**config.mk**
```make
export PLATFORM = sky130hd
export DESIGN_NAME = bsm_ctrl
export DESIGN_NICKNAME = d
export VERILOG_FILES = /design/src/bsm_pkg.sv /design/src/bsm_ctrl.sv
export VERILOG_INCLUDE_DIRS = /design/src /design/src/src
export SDC_FILE = /design/constraint.sdc
export NUM_CORES = 1
export LEC_CHECK = 0
export BUFFER_PORTS_ARGS = -buffer_cell sky130_fd_sc_hd__buf_2
export CORE_AREA = 2 2 39 41
export CTS_CLUSTER_DIAMETER = 200
export DETAILED_ROUTE_END_ITERATION = 6
export DIE_AREA = 0 0 41 43
export PLACE_DENSITY = 0.65
export SLEW_MARGIN = 20
export SYNTH_ARGS = -nofsm -noshare
export SYNTH_HDL_FRONTEND = slang
export SYNTH_SLANG_ARGS = --single-unit
```
**constraint.sdc**
```tcl
create_clock -name clk -period 1.9 [get_ports clk]
set_clock_uncertainty 0.15 [all_clocks]
set_input_delay 0.57 -clock clk [delete_from_list [all_inputs] [get_ports clk]]
set_output_delay 0.57 -clock clk [all_outputs]
set_load 0.03 [all_outputs]
```
**src/buoyant_sphere_motion_step_macros.svh**
```systemverilog
// assertion macros for the buoyant sphere motion step block
// expects signals named clk and rst_n in the module that uses them
`ifndef BUOYANT_SPHERE_MOTION_STEP_MACROS_SVH
`define BUOYANT_SPHERE_MOTION_STEP_MACROS_SVH

// same-cycle implication
`define BSM_ASSERT_IMPL(label, ante, cons) \
  label: assert property (@(posedge clk) disable iff (!rst_n) (ante) |-> (cons)) \
    else $error("bsm assertion failed");

// next-cycle implication
`define BSM_ASSERT_NEXT(label, ante, cons) \
  label: assert property (@(posedge clk) disable iff (!rst_n) (ante) |=> (cons)) \
    else $error("bsm assertion failed");

`endif

```
**src/bsm_pkg.sv**
```systemverilog
// shared types and constants for the buoyant sphere motion step block
// no dependencies
`default_nettype none

package bsm_pkg;

  localparam int FRAC_BITS = 16;
  localparam int WORD_BITS = 32;
  localparam int CFG_W     = 26;
  localparam int RAD_W     = 22;
  localparam int DT_W      = 24;
  localparam int MUL_A_W   = 48;
  localparam int MUL_B_W   = 32;
  localparam int PROD_W    = MUL_A_W + MUL_B_W;

  typedef logic signed [WORD_BITS-1:0] word_t;

  localparam word_t ONE_W     = word_t'(1 << FRAC_BITS);
  localparam word_t NEG_ONE_W = -ONE_W;

  // pi and 4/3 pi rescaled from q30, drag factors in q30, 1/3 reciprocal
  localparam logic [17:0] PI_Q          = 18'd205887;
  localparam logic [18:0] FOUR_THIRDS_Q = 19'd274517;
  localparam logic [29:0] DRAG_WATER    = 30'd1070520599;
  localparam logic [29:0] DRAG_AIR      = 30'd1073204953;
  localparam logic [31:0] RECIP3        = 32'hAAAAAAAB;

  typedef enum logic [2:0] {
    REG_WATER_LINE    = 3'd0,
    REG_FLOOR_LINE    = 3'd1,
    REG_RIGHT_WALL    = 3'd2,
    REG_GRAVITY_ACCEL = 3'd3,
    REG_BUOYANCY_GAIN = 3'd4,
    REG_SPHERE_RADIUS = 3'd5,
    REG_START_X       = 3'd6,
    REG_START_Y       = 3'd7
  } reg_idx_t;

  localparam logic [CFG_W-1:0] WATER_LINE_RST = 26'd7864320;
  localparam logic [CFG_W-1:0] FLOOR_LINE_RST = 26'd15728640;
  localparam logic [CFG_W-1:0] RIGHT_WALL_RST = 26'd26214400;
  localparam logic [CFG_W-1:0] GRAVITY_RST    = 26'd642253;
  localparam logic [CFG_W-1:0] BUOYANCY_RST   = 26'd65536;
  localparam logic [RAD_W-1:0] RADIUS_RST     = 22'd655360;
  localparam logic [CFG_W-1:0] START_X_RST    = 26'd13107200;
  localparam logic [CFG_W-1:0] START_Y_RST    = 26'd0;

  typedef struct packed {
    logic [CFG_W-1:0] water_line;
    logic [CFG_W-1:0] floor_line;
    logic [CFG_W-1:0] right_wall;
    logic [CFG_W-1:0] gravity_accel;
    logic [CFG_W-1:0] buoyancy_gain;
    logic [RAD_W-1:0] sphere_radius;
  } cfg_t;

  typedef enum logic [3:0] {
    OP_GV, OP_RR, OP_RRR, OP_FULL, OP_HH, OP_PHH, OP_DIV3,
    OP_CAP, OP_GVOL, OP_DV, OP_DRX, OP_DRY, OP_B6X, OP_B6Y
  } op_t;

  typedef enum logic [1:0] {
    ST_IDLE, ST_ISSUE, ST_WAIT, ST_FIN
  } state_t;

  typedef struct packed {
    logic load;
    logic mul_start;
    logic wr;
    logic fin;
    op_t  op;
  } cmd_t;

  typedef struct packed {
    logic mul_done;
    logic out_free;
  } sts_t;

endpackage

`default_nettype wire

```
**src/bsm_ctrl.sv**
```systemverilog
// controller: sequences the multiply steps of one time step and the final update
// depends on bsm_pkg and the assertion macro header
`default_nettype none
`include "buoyant_sphere_motion_step_macros.svh"

module bsm_ctrl (
  input  wire logic          clk,
  input  wire logic          rst_n,
  input  wire logic          in_valid,
  output logic               in_ready,
  output bsm_pkg::cmd_t      cmd,
  input  wire bsm_pkg::sts_t sts
);
  bsm_pkg::state_t state_r, state_nxt;
  bsm_pkg::op_t    op_r, op_nxt;

  always_ff @(posedge clk) begin
    if (!rst_n) begin
      state_r <= bsm_pkg::ST_IDLE;
      op_r    <= bsm_pkg::OP_GV;
    end else begin
      state_r <= state_nxt;
      op_r    <= op_nxt;
    end
  end

  always_comb begin
    state_nxt     = state_r;
    op_nxt        = op_r;
    in_ready      = 1'b0;
    cmd.load      = 1'b0;
    cmd.mul_start = 1'b0;
    cmd.wr        = 1'b0;
    cmd.fin       = 1'b0;
    cmd.op        = op_r;
    case (state_r)
      bsm_pkg::ST_IDLE: begin
        in_ready = 1'b1;
        if (in_valid) begin
          cmd.load  = 1'b1;
          op_nxt    = bsm_pkg::OP_GV;
          state_nxt = bsm_pkg::ST_ISSUE;
        end
      end
      bsm_pkg::ST_ISSUE: begin
        cmd.mul_start = 1'b1;
        state_nxt     = bsm_pkg::ST_WAIT;
      end
      bsm_pkg::ST_WAIT: begin
        if (sts.mul_done) begin
          cmd.wr = 1'b1;
          if (op_r == bsm_pkg::OP_B6Y) begin
            state_nxt = bsm_pkg::ST_FIN;
          end else begin
            op_nxt    = bsm_pkg::op_t'(op_r + 4'd1);
            state_nxt = bsm_pkg::ST_ISSUE;
          end
        end
      end
      bsm_pkg::ST_FIN: begin
        // wait for the output register to free up
        if (sts.out_free) begin
          cmd.fin   = 1'b1;
          state_nxt = bsm_pkg::ST_IDLE;
        end
      end
      default: begin
        state_nxt = bsm_pkg::ST_IDLE;
      end
    endcase
  end

  `BSM_ASSERT_IMPL(a_done_in_wait, sts.mul_done, state_r == bsm_pkg::ST_WAIT)
  `BSM_ASSERT_NEXT(a_accept_starts, in_valid && in_ready,
                   state_r == bsm_pkg::ST_ISSUE && op_r == bsm_pkg::OP_GV)
  `BSM_ASSERT_NEXT(a_issue_then_wait, state_r == bsm_pkg::ST_ISSUE,
                   state_r == bsm_pkg::ST_WAIT)
endmodule

`default_nettype wire

```
==> metrics.txt, run 1 <==
total vias in the final route=429; Num CTS Buffers=3; slowest stage cell, crit path=or3b_4; status=complete, but fails checks; DRT iter0 DRCs=4; crit end category=output pin; crit-path cells=buf_6 > or3b_4 > inv_2 > buf_6; remaining global-route overflow=0; Slew HR=87.7%; Worst setup endpoint=cmd[7]; Finished Core Util=41.0%; MaxCap Viol Count=0; Crit path largest cell delay=0.37 ns; # placed instances=82; Syn Inst Count=50; DIE AREA=1760 um^2; CTS root buf=clkbuf_4; Post-Syn Area=408 um^2; worst vdd ir=0.000298 V; # port buffers=13; first-pass GRT wire length=1480 um; synth top area cells=dfxtp_1 29%, ha_1 6.1%, o211ai_1 5.5%; RSZ-0062 raised after global routing=true; FF+latch count, synth=6; TritonRoute pass-1 iters=4; routed len/inst=10.6 um; Synth cell types=25; wire length on met3=55 um; # nets final=80; R2R cell count=5; antenna violations before repair=0; Pins Over Slew Limit=0; Crit path required time=1.18 ns; fin crit period=1.91 ns; share of layout cells above drive strength 1=36.6%; CTS H-tree lvls=1; design area=567 um^2; GR Util All Layers=12.3%; FF-to-FF setup slack=0.11 ns; DRC viols=0; syn nets=57; Final Cycle Share=100%; Leak=0.000266 uW; Avg Cell Area, Syn=8.16 um^2; area leader, netlist=dfxtp_1; met2 WL post-DR=424 um; sequential share of the synthesized area=29.4%; warnings from Yosys=0; fin cells=87; WL met1=415 um; clk slew on worst S/H paths=0.04 ns; crit path max fanout=2; Ports=14; Post-DP HPWL=704 um; routability-driven placement congestion ratio=0.800; Worst-Margin Slew=0.184 ns; Die Width=41 um; Die Ht=43 um; antenna viol nets, final=0; startpoint types=primary input; vias in the first global route=364; clk sinks=6; via-per-instance ratio=4.93; Syn-to-layout area delta=39.0%; hold slack=0.404 ns; Std-Cell Rows=14; Crit path top cell by count=buf_6; # setup viols final=1; Post-CTS Hold Buffers=0; Initial Utilization=29.5%; Final Hold Fails=0; core area=1380 um^2; min-delay src=rst_n; top sig layer=met4; CTS tree=built; area share of the largest cell type after synthesis=29.4%; commonest non-fill, non-tap cell in the layout=buf_2; # diodes=0; critical setup path kind=primary input to output pin; crit path from=in_valid; Skew-Pair Late Insertion Delay=0.24 ns; most frequent cells in the layout=10 x buf_2, 7 x buf_4, 6 x dfxtp_1; hold crit path type=primary input to register; end of the worst register-to-register path=op_r[0]; CTS Buffer Depth=2; failing checks=setup timing; drt total wl=918 um; R2R Path Start=op_r[1]; post-route worst setup slack=-0.00520 ns; largest net degree at the start of global routing=13; dpl cell area=512 um^2; Tot Pwr=331 uW; PwrDens=584 nW/um^2; Arr. time, crit path=1.19 ns; fmax=525 MHz
cell usage after synthesis:
library cell	instances
a21boi_0	1
a21o_1	1
a21oi_1	4
a31oi_1	2
and2_1	1
and2b_1	1
and3_1	2
and4bb_2	1
buf_4	1
buf_6	1
dfxtp_1	6
ha_1	2
inv_1	5
nand2_1	1
nand2b_1	1
nand3_1	3
nand3b_1	1
nor2_1	2
nor2b_1	3
o211ai_1	3
o21a_1	1
o21ai_0	3
or3_1	1
or3b_1	1
or4b_1	2
stage by stage:
step | worst slack, ns | TNS (ns)
after detailed placement | -0.0901 | -0.0901
final | -0.00520 | -0.00520
after global routing | -0.0130 | -0.0130
after floorplan | 0.0333 | 0
after global placement | -0.0914 | -0.0914
after CTS | -0.0118 | -0.0118
worst max-delay path: cells and delay by family:
kind | cells | cell delay, ns
AND/OR/NAND/NOR | 1 | 0.37
buffers and inverters | 3 | 0.25
cells by family after synthesis:
logic type,synth area share [%]
flops,29.4
fa+ha+maj,6.13
buf+inv,9.20
simple gates,32.5
compound gates,22.7
state kept, by name, summed over array words and instances (netlist names):
register / flops
op_r: 4
state_r: 2
layout make-up:
| class | instances | area (um^2) |
|---|---|---|
| repair buffers | 20 | 133 |
| flip-flops and latches | 6 | 120 |
| clock buffers | 3 | 22.5 |
| inverters | 5 | 18.8 |
| fillers | 150 | 817 |
| multi-input cells | 37 | 253 |
| well taps | 16 | 20.0 |
worst min path at each step:
stage	slack [ns]	end	depth (start not counted)
detailed placement	0.40	op_r[3]	2
finish	0.40	state_r[1]	2
CTS	0.40	state_r[1]	2
global route	0.42	state_r[1]	2
global placement	0.39	op_r[3]	2
floorplan	0.40	op_r[3]	3
metal layers:
layer	up-vias	track usage, %
met5	-	0
met4	0	6.00
met3	2	3.14
met2	14	18.8
met1	186	15.4
li1	227	-
timing repair:
action | 4_1_cts | 5_1_grt
setup buffers | 1 | 1
setup endpoints to repair | 1 | 2
resized for setup | 4 | 1
where the power goes:
part           total [uW]  internal (uW)  switching, uW
clock                 116           71.4           45.0
sequential            133            130           3.07
combinational        81.3           37.5           43.8
total                 331            239           91.8
No activity file was read; power rests on OpenSTA's default activity.
==> inputs of run 2 (changes only) <==
--- a/config.mk
+++ b/config.mk
@@ -6,12 +6,12 @@
 export SDC_FILE = /design/constraint.sdc
 export NUM_CORES = 1
 export LEC_CHECK = 0
-export BUFFER_PORTS_ARGS = -buffer_cell sky130_fd_sc_hd__buf_2
 export CORE_AREA = 2 2 39 41
 export CTS_CLUSTER_DIAMETER = 200
 export DETAILED_ROUTE_END_ITERATION = 6
 export DIE_AREA = 0 0 41 43
-export PLACE_DENSITY = 0.65
+export DONT_BUFFER_PORTS = 1
+export PLACE_DENSITY = 0.56
 export SLEW_MARGIN = 20
 export SYNTH_ARGS = -nofsm -noshare
 export SYNTH_HDL_FRONTEND = slang
==> run 2 against run 1 <==
The run now ends clean. Power fell by 3.2%. Clock power increased by 4%. Critical endpoint unchanged. Critical path depth is 2 lower. Die area is the same. Register-to-register slack improved by 0.11 ns. Flip-flop and latch count stayed put. Hold slack worse by 0.12 ns. Design area down 11%. Count of clock-buffer cells in the layout unchanged. Combinational power is 24% lower.
==> metrics.txt, run 2 (synthesis results as in run 1) <==
status=finished clean; clk sinks=6; worst vdd ir=0.000244 V; startpoint types=register; Ports=14; vias in the first global route=386; WL met1=398 um; GR Util All Layers=14.5%; Finished Core Util=36.6%; crit path from=state_r[1]; hold slack=0.286 ns; # diodes=0; drt total wl=997 um; Leak=0.000213 uW; Num CTS Buffers=3; routability-driven placement congestion ratio=0.695; Die Width=41 um; RSZ-0062 raised after global routing=false; top sig layer=met4; MaxCap Viol Count=0; remaining global-route overflow=0; clk slew on worst S/H paths=0.05 ns; total vias in the final route=393; # nets final=69; wire length on met3=35 um; Post-DP HPWL=812 um; core area=1380 um^2; CTS root buf=clkbuf_4; largest net degree at the start of global routing=12; Worst-Margin Slew=0.299 ns; TritonRoute pass-1 iters=1; crit path max fanout=8; post-CTS sizing=3; Slew HR=80.1%; Final Cycle Share=97.3%; # Post-CTS Setup Buffers=0; Initial Utilization=29.5%; most frequent cells in the layout=9 x buf_4, 4 x inv_1, 4 x a21oi_1, 4 x dfxtp_1; # setup viols final=0; via-per-instance ratio=5.17; Syn-to-layout area delta=24.2%; R2R Path Start=op_r[1]; first-pass GRT wire length=1610 um; critical setup path kind=register to output pin; CTS tree=built; Crit path required time=1.18 ns; DRT iter0 DRCs=0; CTS H-tree lvls=1; # port buffers=0; antenna viol nets, final=0; number of flip-flops in the largest register=4; Die Ht=43 um; Arr. time, crit path=1.13 ns; antenna violations before repair=0; routed len/inst=13.1 um; min-delay src=rst_n; Post-CTS Hold Buffers=0; fin crit period=1.85 ns; hold crit path type=primary input to register; Setup TNS=0 ns; CTS Buffer Depth=2; Skew-Pair Late Insertion Delay=0.25 ns; PwrDens=632 nW/um^2; FF-to-FF setup slack=0.22 ns; DIE AREA=1760 um^2; Final Hold Fails=0; Largest Register=op_r; fmax=541 MHz; share of layout cells above drive strength 1=28.3%; met2 WL post-DR=515 um; Pins Over Slew Limit=0; commonest non-fill, non-tap cell in the layout=buf_4; largest registers=op_r x4, state_r x2; crit end category=output pin; Std-Cell Rows=14; DRC viols=0
-- run 2: cell count changes in the layout (fill, tap and decap cells not counted) --
cell,delta
buf_6,-2
dfxtp_1,-2
inv_4,+1
inv_2,-1
dfxtp_2,+2
buf_2,-10
clkbuf_4,-1
buf_4,+2
-- run 2: where the power goes --
part	internal, uW	switching (uW)
Clock	71.7	49.3
Combinational	25.7	36.3
Sequential	131	6.54
-- run 2: per-stage QoR --
step           setup slack (ns)  total power, uW  cell area [um^2]  cells
6_report                 0.0507              320               507     76
5_1_grt                  0.0121              339               507     76
4_1_cts                 0.00522              328               505     76
3_5_place_dp             0.0602              198               477     73
3_3_place_gp             0.0603              198               477     73
2_1_floorplan            0.0333              183               408     50
-- run 2: worst max-delay path, cell delays in order, from the launching register on --
cell     delay, ns
dfxtp_2       0.34
or3b_4        0.43
inv_4         0.11
-- run 2: path summary, 6_finish.rpt --
| check | to | cells past startpoint |
|---|---|---|
| min | state_r[1] | 1 |
| max reg2reg | op_r[0] | 5 |
| min reg2reg | op_r[1] | 4 |
| max | cmd[7] | 2 |
-- run 2: final cells by class --
class | instances | area [um^2]
sequential | 6 | 123
tap | 16 | 20.0
inverter | 5 | 21.3
fill | 148 | 877
timing repair buffer | 9 | 67.6
clock buffer | 3 | 22.5
multi-input combinational | 37 | 253
-- run 2: metal layers --
metal  track usage (%)  vias up
li1                  -      199
met1              15.4      181
met2              20.9        9
met3              3.14        4
met4              16.0        0
met5                 0        -
==> inputs of run 3 (changes only) <==
==> constraint.sdc (replaced) <==
create_clock -name clk -period 2.1 [get_ports clk]
set_clock_uncertainty 0.15 [all_clocks]
set_input_delay 0.63 -clock clk [delete_from_list [all_inputs] [get_ports clk]]
set_output_delay 0.63 -clock clk [all_outputs]
set_load 0.1 [all_outputs]
==> run 3 against run 2 <==
Critical path depth grew 1. Design area up 20%. Non-clock buffer count up 3. Largest cell class unchanged. Combinational power increased by 86%. Critical endpoint unchanged. Highest routed layer unchanged. Hold slack better by 0.065 ns. Register-to-register slack gained 0.18 ns.
==> metrics.txt, run 3 (synthesis results as in run 1) <==
status=finished clean; Final Cycle Share=97.3%; Crit path largest cell delay=0.37 ns; DRC viols=0; fmax=489 MHz; Setup WS pre-CTS=0.0529 ns; remaining global-route overflow=0; MaxCap Viol Count=0; Die Width=41 um; Syn-to-layout area delta=48.5%; worst vdd ir=0.000302 V; Skew-Pair Late Insertion Delay=0.24 ns; # Post-CTS Setup Buffers=0; CTS root buf=clkbuf_4; post-route worst setup slack=0.0562 ns; hold crit path type=primary input to register; Final Hold Fails=0; Worst-Margin Slew=0.324 ns; fin crit period=2.04 ns; FF-to-FF setup slack=0.40 ns; first-pass GRT wire length=1610 um; routability-driven placement congestion ratio=0.778; Buffers & Inverters on Critical Path=2; antenna violations before repair=0; routed len/inst=11.6 um; Leak=0.000231 uW; # setup viols final=0; crit path max fanout=2; Ports=14; Post-CTS Hold Buffers=0; slowest stage cell, crit path=or3b_4; Pins Over Slew Limit=0; Slew HR=78.4%; Std-Cell Rows=14; Initial Utilization=29.5%; commonest non-fill, non-tap cell in the layout=buf_4; Tot Pwr=347 uW; clk slew on worst S/H paths=0.05 ns; PwrDens=572 nW/um^2; # diodes=0; drt total wl=913 um; DRT iter0 DRCs=3; largest registers=op_r x4, state_r x2; startpoint types=primary input; share of layout cells above drive strength 1=41.3%; area occupied by registers=125 um^2; Post-DP HPWL=737 um; crit end category=output pin; # port buffers=0; multi-input logic area=259 um^2; CTS Buffer Depth=2; Num CTS Buffers=3; largest net degree at the start of global routing=12; DIE AREA=1760 um^2; most frequent cells in the layout=7 x buf_4, 5 x buf_12, 4 x a21oi_1, 4 x dfxtp_2; vias in the first global route=392; core area=1380 um^2; clk sinks=6; Crit path required time=1.32 ns; Crit path max-delay family=simple AND/OR/NAND/NOR gates; Die Ht=43 um; Setup TNS=0 ns; RSZ-0062 raised after global routing=false; total vias in the final route=394; Largest Register=op_r; # nets final=72; CTS tree=built; critical setup path kind=primary input to output pin; GR Util All Layers=13.7%; Arr. time, crit path=1.26 ns; CTS H-tree lvls=1; via-per-instance ratio=4.99; antenna viol nets, final=0; number of flip-flops in the largest register=4; crit-path cells=or3b_4 > clkinvlp_4 > buf_12; Filler cells=139; TritonRoute pass-1 iters=2
## run 3: what timing repair did
action,in CTS,in global routing
cloned,0,0
endpoints found under the setup margin,1,1
resized for setup,1,1
## run 3: report_power, final
part	internal, uW	switching [uW]	leakage [uW]
Combinational	38.9	76.1	0.000167
Sequential	119	6.28	0.0000505
Clock	64.7	42.0	0.0000138
Total	222	124	0.000231
## run 3: per-layer routing
metal / vias up / global-route usage [%] / wire, um
met5: - / 0 / 0
met4: 0 / 8.00 / 17
met3: 2 / 3.66 / 56
met2: 12 / 18.4 / 416
met1: 171 / 18.7 / 424
li1: 209 / - / -
## run 3: per-stage QoR
step / utilization (%) / hold WS (ns) / instances / area, um^2
after floorplan: - / 0.407 / 50 / 427
after global placement: 42.0 / 0.397 / 76 / 581
after detailed placement: 42.0 / 0.405 / 76 / 581
after CTS: 43.7 / 0.350 / 79 / 604
after global routing: 43.8 / 0.342 / 79 / 606
final: 43.8 / 0.350 / 79 / 606
## run 3: final timing paths
path	start	end	cells after the start
hold reg to reg	state_r[1]	op_r[2]	2
setup / recovery	in_valid	cmd[7]	3
hold / removal	rst_n	state_r[1]	1
setup reg to reg	op_r[1]	op_r[0]	5
## run 3: final cells by class
class / count / share of cell area [%]
timing repair buffer: 12 / 25.2
sequential: 6 / 20.7
clock buffer: 3 / 3.72
multi-input combinational: 37 / 42.8
inverter: 5 / 4.34
tap: 16 / 3.31
